File: config.mk
export PLATFORM = sky130hd
export DESIGN_NAME = xml_text_escaper_core
export DESIGN_NICKNAME = d
export VERILOG_FILES = /design/src/rtl/core/xte_pkg.sv /design/src/rtl/core/xte_decode.sv /design/src/rtl/core/xte_emit.sv /design/src/rtl/core/xml_text_escaper_core.sv
export SDC_FILE = /design/constraint.sdc
export NUM_CORES = 1
export LEC_CHECK = 0
export ABC_AREA = 1
export BUFFER_PORTS_ARGS = -buffer_cell sky130_fd_sc_hd__buf_2
export CAP_MARGIN = 20
export CORE_MARGIN = 1.5
export CORE_UTILIZATION = 65
export CTS_CLUSTER_SIZE = 40
export DETAILED_ROUTE_END_ITERATION = 10
export GPL_ROUTABILITY_DRIVEN = 0
export PLACE_DENSITY = 0.82
export SLEW_MARGIN = 10
export SYNTH_ARGS = -nofsm -noshare
export SYNTH_HDL_FRONTEND = slang
export SYNTH_SLANG_ARGS = --single-unit
File: constraint.sdc
create_clock -name clk_i -period 9.1 [get_ports clk_i]
set_input_delay 0.91 -clock clk_i [delete_from_list [all_inputs] [get_ports clk_i]]
set_output_delay 0.91 -clock clk_i [all_outputs]
set_load 0.005 [all_outputs]
File: src/rtl/core/xte_pkg.sv
// Shared types, constants and helper functions of the XML text escaper.
package xte_pkg;

  localparam int MaxSeqBytesDef = 6;
  localparam int BcdDigits      = 10;
  localparam int BcdW           = 4 * BcdDigits;

  localparam logic [7:0] ChAmp   = 8'h26;
  localparam logic [7:0] ChLt    = 8'h3C;
  localparam logic [7:0] ChGt    = 8'h3E;
  localparam logic [7:0] ChDq    = 8'h22;
  localparam logic [7:0] ChSq    = 8'h27;
  localparam logic [7:0] ChHash  = 8'h23;
  localparam logic [7:0] ChSemi  = 8'h3B;
  localparam logic [7:0] ChZero  = 8'h30;
  localparam logic [7:0] PrintLo = 8'd32;

  localparam logic [47:0] EntAmp  = "&amp;";
  localparam logic [47:0] EntLt   = "&lt;";
  localparam logic [47:0] EntGt   = "&gt;";
  localparam logic [47:0] EntQuot = "&quot;";
  localparam logic [47:0] EntApos = "&apos;";

  typedef logic [BcdW-1:0] bcd_t;

  typedef enum logic [1:0] {
    QM_ELEMENT = 2'd0,
    QM_DQUOTE  = 2'd1,
    QM_SQUOTE  = 2'd2,
    QM_OTHER   = 2'd3
  } xte_qmode_e;

  typedef enum logic [2:0] {
    KIND_TEXT,
    KIND_AMP,
    KIND_LT,
    KIND_GT,
    KIND_QUOT,
    KIND_APOS,
    KIND_REF,
    KIND_MARK
  } xte_kind_e;

  typedef struct packed {
    logic [7:0] in_byte;
    logic       text_last;
  } xte_in_t;

  typedef struct packed {
    logic [7:0] out_byte;
    logic       byte_valid;
    logic       run_last;
    logic       text_end;
    logic       error;
  } xte_out_t;

  typedef struct packed {
    xte_kind_e  kind;
    logic [7:0] text;
    bcd_t       bcd;
    logic       text_last;
    logic       err;
  } xte_job_t;

  // shift six binary bits into a BCD number, double-dabble style
  function automatic bcd_t bcd_push6(bcd_t v, logic [5:0] bits);
    bcd_t r;
    r = v;
    for (int s = 5; s >= 0; s--) begin
      for (int d = 0; d < BcdDigits; d++) begin
        if (r[4*d +: 4] >= 4'd5) r[4*d +: 4] = r[4*d +: 4] + 4'd3;
      end
      r = {r[BcdW-2:0], bits[s]};
    end
    return r;
  endfunction

  // count of leading one bits of a byte
  function automatic logic [3:0] lead_ones(logic [7:0] b);
    logic [3:0] n;
    logic       run;
    n   = '0;
    run = 1'b1;
    for (int i = 7; i >= 0; i--) begin
      if (run && b[i]) n = n + 4'd1;
      else run = 1'b0;
    end
    return n;
  endfunction

  // number of decimal digits in use, at least one
  function automatic logic [3:0] bcd_ndig(bcd_t v);
    logic [3:0] n;
    n = 4'd1;
    for (int d = 1; d < BcdDigits; d++) begin
      if (v[4*d +: 4] != 4'd0) n = 4'(d + 1);
    end
    return n;
  endfunction

  function automatic logic [3:0] job_len(xte_kind_e k, logic [3:0] ndig);
    logic [3:0] n;
    unique case (k)
      KIND_AMP:             n = 4'd5;
      KIND_LT, KIND_GT:     n = 4'd4;
      KIND_QUOT, KIND_APOS: n = 4'd6;
      KIND_REF:             n = ndig + 4'd3;
      default:              n = 4'd1;
    endcase
    return n;
  endfunction

  // character at position idx of a named entity of length len
  function automatic logic [7:0] ent_char(xte_kind_e k, logic [3:0] idx, logic [3:0] len);
    logic [47:0] s;
    logic [2:0]  pos;
    unique case (k)
      KIND_AMP:  s = EntAmp;
      KIND_LT:   s = EntLt;
      KIND_GT:   s = EntGt;
      KIND_QUOT: s = EntQuot;
      default:   s = EntApos;
    endcase
    pos = 3'(len - 4'd1 - idx);
    return s[8*pos +: 8];
  endfunction

endpackage

File: src/rtl/core/xte_decode.sv
// Per-byte classification and UTF-8 gathering state of the XML text escaper.
module xte_decode
  import xte_pkg::*;
#(
  parameter int MaxSeqBytes = MaxSeqBytesDef
) (
  input  logic       clk_i,
  input  logic       rst_ni,
  input  logic       cfg_we_i,
  input  logic [1:0] cfg_wdata_i,
  input  xte_in_t    in_word_i,
  input  logic       accept_i,
  output logic       job_valid_o,
  output xte_job_t   job_o
);

  xte_qmode_e qmode_q;
  logic [2:0] pend_q, pend_d;
  bcd_t       bcd_q, bcd_d;
  logic       err_q, err_d;

  logic [7:0] b;
  logic       last;
  logic [3:0] lead_n;
  logic [7:0] lead_bits;

  assign b         = in_word_i.in_byte;
  assign last      = in_word_i.text_last;
  assign lead_n    = lead_ones(b);
  assign lead_bits = b & (8'hFF >> ({1'b0, lead_n} + 5'd1));

  always_comb begin
    pend_d          = pend_q;
    bcd_d           = bcd_q;
    err_d           = err_q;
    job_valid_o     = 1'b0;
    job_o.kind      = KIND_TEXT;
    job_o.text      = b;
    job_o.bcd       = '0;
    job_o.text_last = last;
    job_o.err       = 1'b0;
    if (accept_i) begin
      priority if (err_q) begin
        // rest of text ignored
      end else if (pend_q != 3'd0) begin
        bcd_d  = bcd_push6(bcd_q, b[5:0]);
        pend_d = pend_q - 3'd1;
        if (pend_q == 3'd1) begin
          job_valid_o = 1'b1;
          job_o.kind  = KIND_REF;
          job_o.bcd   = bcd_d;
        end else if (last) begin
          err_d = 1'b1;
        end
      end else if (b == ChAmp) begin
        job_valid_o = 1'b1;
        job_o.kind  = KIND_AMP;
      end else if (b == ChLt) begin
        job_valid_o = 1'b1;
        job_o.kind  = KIND_LT;
      end else if (b == ChGt) begin
        job_valid_o = 1'b1;
        job_o.kind  = KIND_GT;
      end else if (b == ChDq && qmode_q != QM_ELEMENT) begin
        if (qmode_q == QM_DQUOTE) begin
          job_valid_o = 1'b1;
          job_o.kind  = KIND_QUOT;
        end else if (qmode_q == QM_SQUOTE) begin
          job_valid_o = 1'b1;
        end
      end else if (b == ChSq && qmode_q != QM_ELEMENT) begin
        if (qmode_q == QM_SQUOTE) begin
          job_valid_o = 1'b1;
          job_o.kind  = KIND_APOS;
        end else if (qmode_q == QM_DQUOTE) begin
          job_valid_o = 1'b1;
        end
      end else if (b >= PrintLo && !b[7]) begin
        job_valid_o = 1'b1;
      end else if (b < PrintLo) begin
        job_valid_o = 1'b1;
        job_o.kind  = KIND_REF;
        job_o.bcd   = bcd_push6('0, b[5:0]);
      end else begin
        if (lead_n < 4'd2 || lead_n > 4'(MaxSeqBytes) || last) begin
          err_d = 1'b1;
        end else begin
          bcd_d  = bcd_push6('0, lead_bits[5:0]);
          pend_d = 3'(lead_n - 4'd1);
        end
      end
      if (last) begin
        if (!job_valid_o) begin
          job_valid_o = 1'b1;
          job_o.kind  = KIND_MARK;
          job_o.err   = err_d;
        end
        pend_d = '0;
        bcd_d  = '0;
        err_d  = 1'b0;
      end
    end
  end

  always_ff @(posedge clk_i or negedge rst_ni) begin
    if (!rst_ni) begin
      qmode_q <= QM_ELEMENT;
      pend_q  <= '0;
      bcd_q   <= '0;
      err_q   <= 1'b0;
    end else begin
      if (cfg_we_i) qmode_q <= xte_qmode_e'(cfg_wdata_i);
      pend_q <= pend_d;
      bcd_q  <= bcd_d;
      err_q  <= err_d;
    end
  end

endmodule

File: src/rtl/core/xte_emit.sv
// Output sequencer: walks one escape job and drives the registered output word.
module xte_emit
  import xte_pkg::*;
(
  input  logic     clk_i,
  input  logic     rst_ni,
  input  logic     job_load_i,
  input  xte_job_t job_i,
  output logic     free_o,
  input  logic     out_ready_i,
  output logic     out_valid_o,
  output xte_out_t out_word_o
);

  xte_job_t   job_q;
  logic       job_valid_q;
  logic [3:0] idx_q;
  logic       out_valid_q;
  xte_out_t   out_q;

  logic [3:0] ndig;
  logic [3:0] len;
  logic [3:0] dpos;
  logic       load_out;
  logic       step;
  logic       last_byte;
  xte_out_t   word_d;

  assign ndig      = bcd_ndig(job_q.bcd);
  assign len       = job_len(job_q.kind, ndig);
  assign dpos      = ndig + 4'd1 - idx_q;
  assign load_out  = !out_valid_q || out_ready_i;
  assign step      = job_valid_q && load_out;
  assign last_byte = (idx_q == len - 4'd1);
  assign free_o    = !job_valid_q || (step && last_byte);

  always_comb begin
    word_d.byte_valid = 1'b1;
    word_d.run_last   = last_byte;
    word_d.text_end   = last_byte && job_q.text_last;
    word_d.error      = 1'b0;
    unique case (job_q.kind)
      KIND_TEXT: word_d.out_byte = job_q.text;
      KIND_MARK: begin
        word_d.out_byte   = 8'd0;
        word_d.byte_valid = 1'b0;
        word_d.error      = job_q.err && job_q.text_last;
      end
      KIND_REF: begin
        priority if (idx_q == 4'd0) word_d.out_byte = ChAmp;
        else if (idx_q == 4'd1)     word_d.out_byte = ChHash;
        else if (idx_q <= ndig + 4'd1) word_d.out_byte = ChZero | {4'd0, job_q.bcd[4*dpos +: 4]};
        else                        word_d.out_byte = ChSemi;
      end
      default: word_d.out_byte = ent_char(job_q.kind, idx_q, len);
    endcase
  end

  always_ff @(posedge clk_i or negedge rst_ni) begin
    if (!rst_ni) begin
      job_valid_q <= 1'b0;
      idx_q       <= '0;
      out_valid_q <= 1'b0;
    end else begin
      if (job_load_i) begin
        job_valid_q <= 1'b1;
        idx_q       <= '0;
      end else if (step && last_byte) begin
        job_valid_q <= 1'b0;
      end else if (step) begin
        idx_q <= idx_q + 4'd1;
      end
      if (step) out_valid_q <= 1'b1;
      else if (out_ready_i) out_valid_q <= 1'b0;
    end
  end

  always_ff @(posedge clk_i) begin
    if (job_load_i) job_q <= job_i;
    if (step) out_q <= word_d;
  end

  assign out_valid_o = out_valid_q;
  assign out_word_o  = out_q;

  a_idx_in_range: assert property (@(posedge clk_i) disable iff (!rst_ni)
    job_valid_q |-> idx_q < len)
    else $error("job index past its length");

  a_error_on_marker: assert property (@(posedge clk_i) disable iff (!rst_ni)
    (out_valid_o && out_word_o.error) |-> (!out_word_o.byte_valid && out_word_o.text_end))
    else $error("error flag outside an end marker");

  a_end_is_run_last: assert property (@(posedge clk_i) disable iff (!rst_ni)
    (out_valid_o && out_word_o.text_end) |-> out_word_o.run_last)
    else $error("text end without run last");

  a_load_when_free: assert property (@(posedge clk_i) disable iff (!rst_ni)
    job_load_i |-> free_o)
    else $error("job loaded while busy");

endmodule

File: src/rtl/core/xml_text_escaper_core.sv
// XML text escaper: top level.
// Takes text one byte per word on the input channel (in_word_i: in_byte, text_last) and
// returns its XML-escaped form one byte per word on the output channel. '&', '<', '>'
// and, per quote_mode, quotes become named entities; control bytes and UTF-8 sequences
// become decimal references "&#N;". A text_last byte that makes no text yields a bare
// end marker (byte_valid 0), which carries error when the text held a bad sequence.
// quote_mode must be written through cfg_we_i/cfg_wdata_i only while the block is idle;
// the block does not enforce this. Each job is registered, then its output word.
// Throughput: one input word per cycle while each makes at most one output byte and the
// receiver takes the output; an escape of N bytes holds the input until its last byte
// is registered. UTF-8 lead and middle bytes are taken likewise, with no output.
// The UTF-8 value is gathered in BCD as it arrives, so references need no divider.
// Reset clears quote_mode, the sequence state and both valid flags.
// When the receiver stalls, the output word holds and the input stalls once the
// current escape job is waiting.
module xml_text_escaper_core
  import xte_pkg::*;
#(
  parameter int MaxSeqBytes = MaxSeqBytesDef
) (
  input  logic       clk_i,
  input  logic       rst_ni,
  input  logic       cfg_we_i,
  input  logic [1:0] cfg_wdata_i,
  input  logic       in_valid_i,
  output logic       in_ready_o,
  input  xte_in_t    in_word_i,
  output logic       out_valid_o,
  input  logic       out_ready_i,
  output xte_out_t   out_word_o
);

  logic     accept;
  logic     job_valid;
  xte_job_t job;
  logic     free;

  assign in_ready_o = free;
  assign accept     = in_valid_i && in_ready_o;

  xte_decode #(
    .MaxSeqBytes(MaxSeqBytes)
  ) u_decode (
    .clk_i      (clk_i),
    .rst_ni     (rst_ni),
    .cfg_we_i   (cfg_we_i),
    .cfg_wdata_i(cfg_wdata_i),
    .in_word_i  (in_word_i),
    .accept_i   (accept),
    .job_valid_o(job_valid),
    .job_o      (job)
  );

  xte_emit u_emit (
    .clk_i      (clk_i),
    .rst_ni     (rst_ni),
    .job_load_i (job_valid),
    .job_i      (job),
    .free_o     (free),
    .out_ready_i(out_ready_i),
    .out_valid_o(out_valid_o),
    .out_word_o (out_word_o)
  );

endmodule
==> summary by stage <==
Yosys
For this run, the leading register cell type out of synthesis is edfxtp_1. Summing the areas of all and, or, nand and nor instances in the mapped netlist gives 32.91% of the synthesized area. Synthesis handed over a netlist of 2075 instances.

The number of different library cells used by synthesis comes to 67. The share of the yosys chip area belonging to registers is roughly a quarter. Synthesis inferred 117 register bits. In the synthesized netlist the async set-or-reset flop fraction comes to 44.44%. Yosys printed 0 warnings. After synthesis, the largest family of logic cells by area is simple AND/OR/NAND/NOR gates. The synthesized netlist devotes 12.39% of its cell area to compound gates.

The mux contribution to synthesized area is 0.2284%. In this run the mean area of a mapped cell was 6.601 µm². The synthesized netlist devotes 14.54% of its cell area to adder and majority cells. The synthesized netlist devotes 4.869% of its cell area to XOR and XNOR gates. Synthesis produced a netlist with a net count of between 2k and 2.5k.

The cell area after technology mapping is 0.01370 mm². In this run, synthesis inferred 65 flip-flops with an integrated enable.

STA
After layout, the minimum clock period comes to around 6.5 ns. The count of endpoints failing hold in the final timing report is 0. On the final layout, the worst clock skew is 0.006114 ns. The total negative setup slack is 0 ns.

The worst pin sits at a relative slew slack of 28.52%. At the pin with the least slew margin, the transition time is around 1.1 ns. The worst path uses a little under three quarters of the clock period. Setup repair after global routing left no endpoint under its margin. The peak clock frequency supported by timing is 154.3 MHz.

The total setup violations reported at the end of the flow is 0. The max-slew violation count is 0. The worst setup margin is 2.621 ns.

Clock network
The clock tree root driver cell is clkbuf_16. For this design, the sink count on the clock tree is about 120. The source-to-sink clock delay at the later pin of the worst-skew pair is 0.42 ns. The buffer levels on the longest clock path is 2. TritonCTS built the clock tree. The total clock buffers created by CTS is 17.

Hold repair after CTS inserted 0 buffers. The number of gates resized after CTS was 0. Once the clock tree was built, the setup fixing pass inserted 0 buffers. After clock tree synthesis, the clock-pin slew on the worst setup and hold paths is 0.06 ns. The H-tree generated during clock tree synthesis spans 4 levels.

Worst setup path
The highest net fanout along the worst path is 5. The required time at the worst-slack endpoint is 9.26 ns. STA puts the critical path data arrival time at 6.64 ns. The reg-to-reg startpoint is u_decode.bcd_q[1]$_DFFE_PN0P_. The worst reg2reg path depth is 37. STA classifies the critical path startpoint as a flip-flop. The slowest stage of the critical path belongs to the cell dfrtp_1. The largest single stage delay on the critical path is around 0.40 ns. The endpoint identified for the worst register-to-register timing path is u_emit.job_q[8]$_SDFFCE_PP0P_.

The register-to-register setup slack is 2.62 ns. The kind of end point of the critical path is a flip-flop. The worst setup path is of the flip-flop to flip-flop kind. The cell repeated most along the worst path is nand2_1.

Final layout
For this run, the post-layout net count is 2282. The library cells used most frequently in the layout, excluding fill and tap cells, are nand2_1, inv_1, nor2_1. The finished cells cover 0.01472 mm². The share of cells above drive strength 1 is 8.251%. The number of antenna diodes in the final layout is 0. From synthesis to final layout, the design area changed by 7.454%.

The library cell used most frequently in the layout, excluding fill and tap cells, is nand2_1.

Detailed routing
The detailed router finished its first iteration with 905 violations. For this run, the detailed router's first-pass iteration total came to 5. After detailed routing, the average wire length per cell comes to 12.88 µm. In the routed layout, each cell is associated on average with a via count of 5.464. In the routed design, unresolved DRC markers number 0.

The number of antenna-violating nets in the routed design is 0. The count of vias placed by the detailed router is 13.07k. For this block, the routed nets add up to 30.80 mm of wire.

Global routing
The global-route track usage on met2 is between 50% and 60%. The initial antenna violation count is 0. The via count of the first global-routing pass came to 12.17k. In the global route stage, met3 resource usage came out at 4.877%. In this run the most used layer during global routing was met2. The first global-routing pass estimated 52.61 mm of wire.

Entering global routing, the biggest net connects 56 pins. The remaining global-route overflow is 0. The global-route usage over all layers is around 29%.

Global routing consumed, on the met1 layer, a little over a third of the routing resources.

Place
The cell area after placement is 0.01411 mm². Prior to clock tree synthesis, the placed netlist has a worst setup slack of 2.757 ns. Port buffering added 29 buffers.

Detailed placement ended at an HPWL of 23.72 mm.

Floorplan
30 I/O pins were placed. The row count is 52. The die covers 0.02195 mm². The die boundary width is 148.2 µm. The floorplan step set the die height to 148.2 µm. For this configuration, the core starts out at a cell density of 67.04%.

In this run the standard cell core region covers 0.02043 mm².

Status
The flow ran to the end, and the final reports show no timing, DRC or antenna violations.

Worst hold path
In this run the most critical hold path is launched from u_decode.bcd_q[25]$_DFFE_PN0P_. The class of the worst hold path is flip-flop to flip-flop. The worst hold path depth is 2. The end point of the worst hold path is u_decode.bcd_q[25]$_DFFE_PN0P_.

Run
Max-cap violations in this run came to 0.
## worst max-delay path, delay by kind of cell, from the launching register on
family | cells | cell delay [ns]
simple gates | 15 | 1.92
xor+xnor | 4 | 1.20
flops | 1 | 0.40
compound gates | 5 | 0.90
fa+ha+maj | 6 | 1.28
buf+inv | 7 | 0.51
## how the worst max path moves through the flow
stage	startpoint	to	slack [ns]	cells past startpoint
global route	u_decode.bcd_q[1]$_DFFE_PN0P_	u_emit.job_q[8]$_SDFFCE_PP0P_	1.96	37
detailed placement	u_decode.bcd_q[1]$_DFFE_PN0P_	u_emit.job_q[8]$_SDFFCE_PP0P_	2.76	37
CTS	u_decode.bcd_q[1]$_DFFE_PN0P_	u_emit.job_q[8]$_SDFFCE_PP0P_	2.70	37
global placement	in_word_i[6]	u_emit.job_q[8]$_SDFFCE_PP0P_	3.10	33
floorplan	u_decode.bcd_q[25]$_DFFE_PN0P_	u_emit.job_q[32]$_SDFFCE_PP0P_	3.45	39
finish	u_decode.bcd_q[1]$_DFFE_PN0P_	u_emit.job_q[8]$_SDFFCE_PP0P_	2.62	37
## logic make-up (layout without fill, tap and decap cells)
kind of cell	count (synthesis)	count (layout)
multiplexers	3	3
buffers and inverters	405	451
adder cells (fa/ha/maj)	158	158
flip-flops	117	117
AND/OR/NAND/NOR	1038	1038
XOR/XNOR	68	68
AO/OA/AOI/OAI	286	286
## per-stage QoR
step                      instances  util, %  hold WS [ns]
after floorplan                2075        -        0.4653
after global placement         2358    69.08        0.4764
after detailed placement       2358    69.08        0.4884
after CTS                      2390    71.94        0.5044
after global routing           2391    72.04        0.5356
final                          2391    72.04        0.5037
## cell type report
class	instances	area, µm²
tap	270	337.8
multi-input combinational	1553	8895
clock buffer	17	425.4
timing repair buffer	35	202.7
clock inverter	15	158.9
fill	1719	5712
inverter	384	1445
sequential	117	3253
## flip-flops by register name (all words and copies together), names as in the netlist
name,count
u_decode.bcd_q,40
u_decode.err_q,1
u_decode.pend_q,3
u_decode.qmode_q,2
u_emit.idx_q,4
u_emit.job_q,53
u_emit.job_valid_q,1
u_emit.out_valid_o,1
u_emit.out_word_o,12
## layer usage
metal | wire length (µm) | part of all wire (%)
met5 | 0 | 0
met2 | 14760 | 48
met4 | 431 | 1.4
met3 | 1828 | 5.9
met1 | 13780 | 45
## synthesized netlist by cell type, types with 3 or more instances
library cell	count	area, µm²
a21oi_1	45	225.2
buf_2	7	35.03
nand3_1	175	875.8
nor2_4	3	33.78
inv_2	13	48.80
o21ai_1	62	310.3
nand2_1	571	2143
o22ai_2	10	125.1
xor2_1	44	385.4
edfxtp_1	65	1952
ha_1	156	1952
and2_1	10	62.56
nand2_2	14	87.58
nand3b_1	8	60.06
clkbuf_1	10	37.54
dfrtp_1	52	1301
o21ai_0	105	525.5
xnor2_1	16	140.1
nor3_1	13	65.06
xor2_2	5	81.33
o21ai_2	15	131.4
o31ai_1	3	22.52
o211ai_1	10	75.07
inv_1	367	1378
nand2_4	3	33.78
o21a_1	5	37.54
o21bai_1	4	30.03
o22ai_1	3	18.77
or2_2	17	106.4
nand4_1	19	118.9
nor2_1	184	690.7
a31oi_1	5	31.28
nand3_2	9	90.09
Power is left out: the tool's default activity adds up to more than one toggle a clock period on the data nets, which glitch-free logic cannot reach.
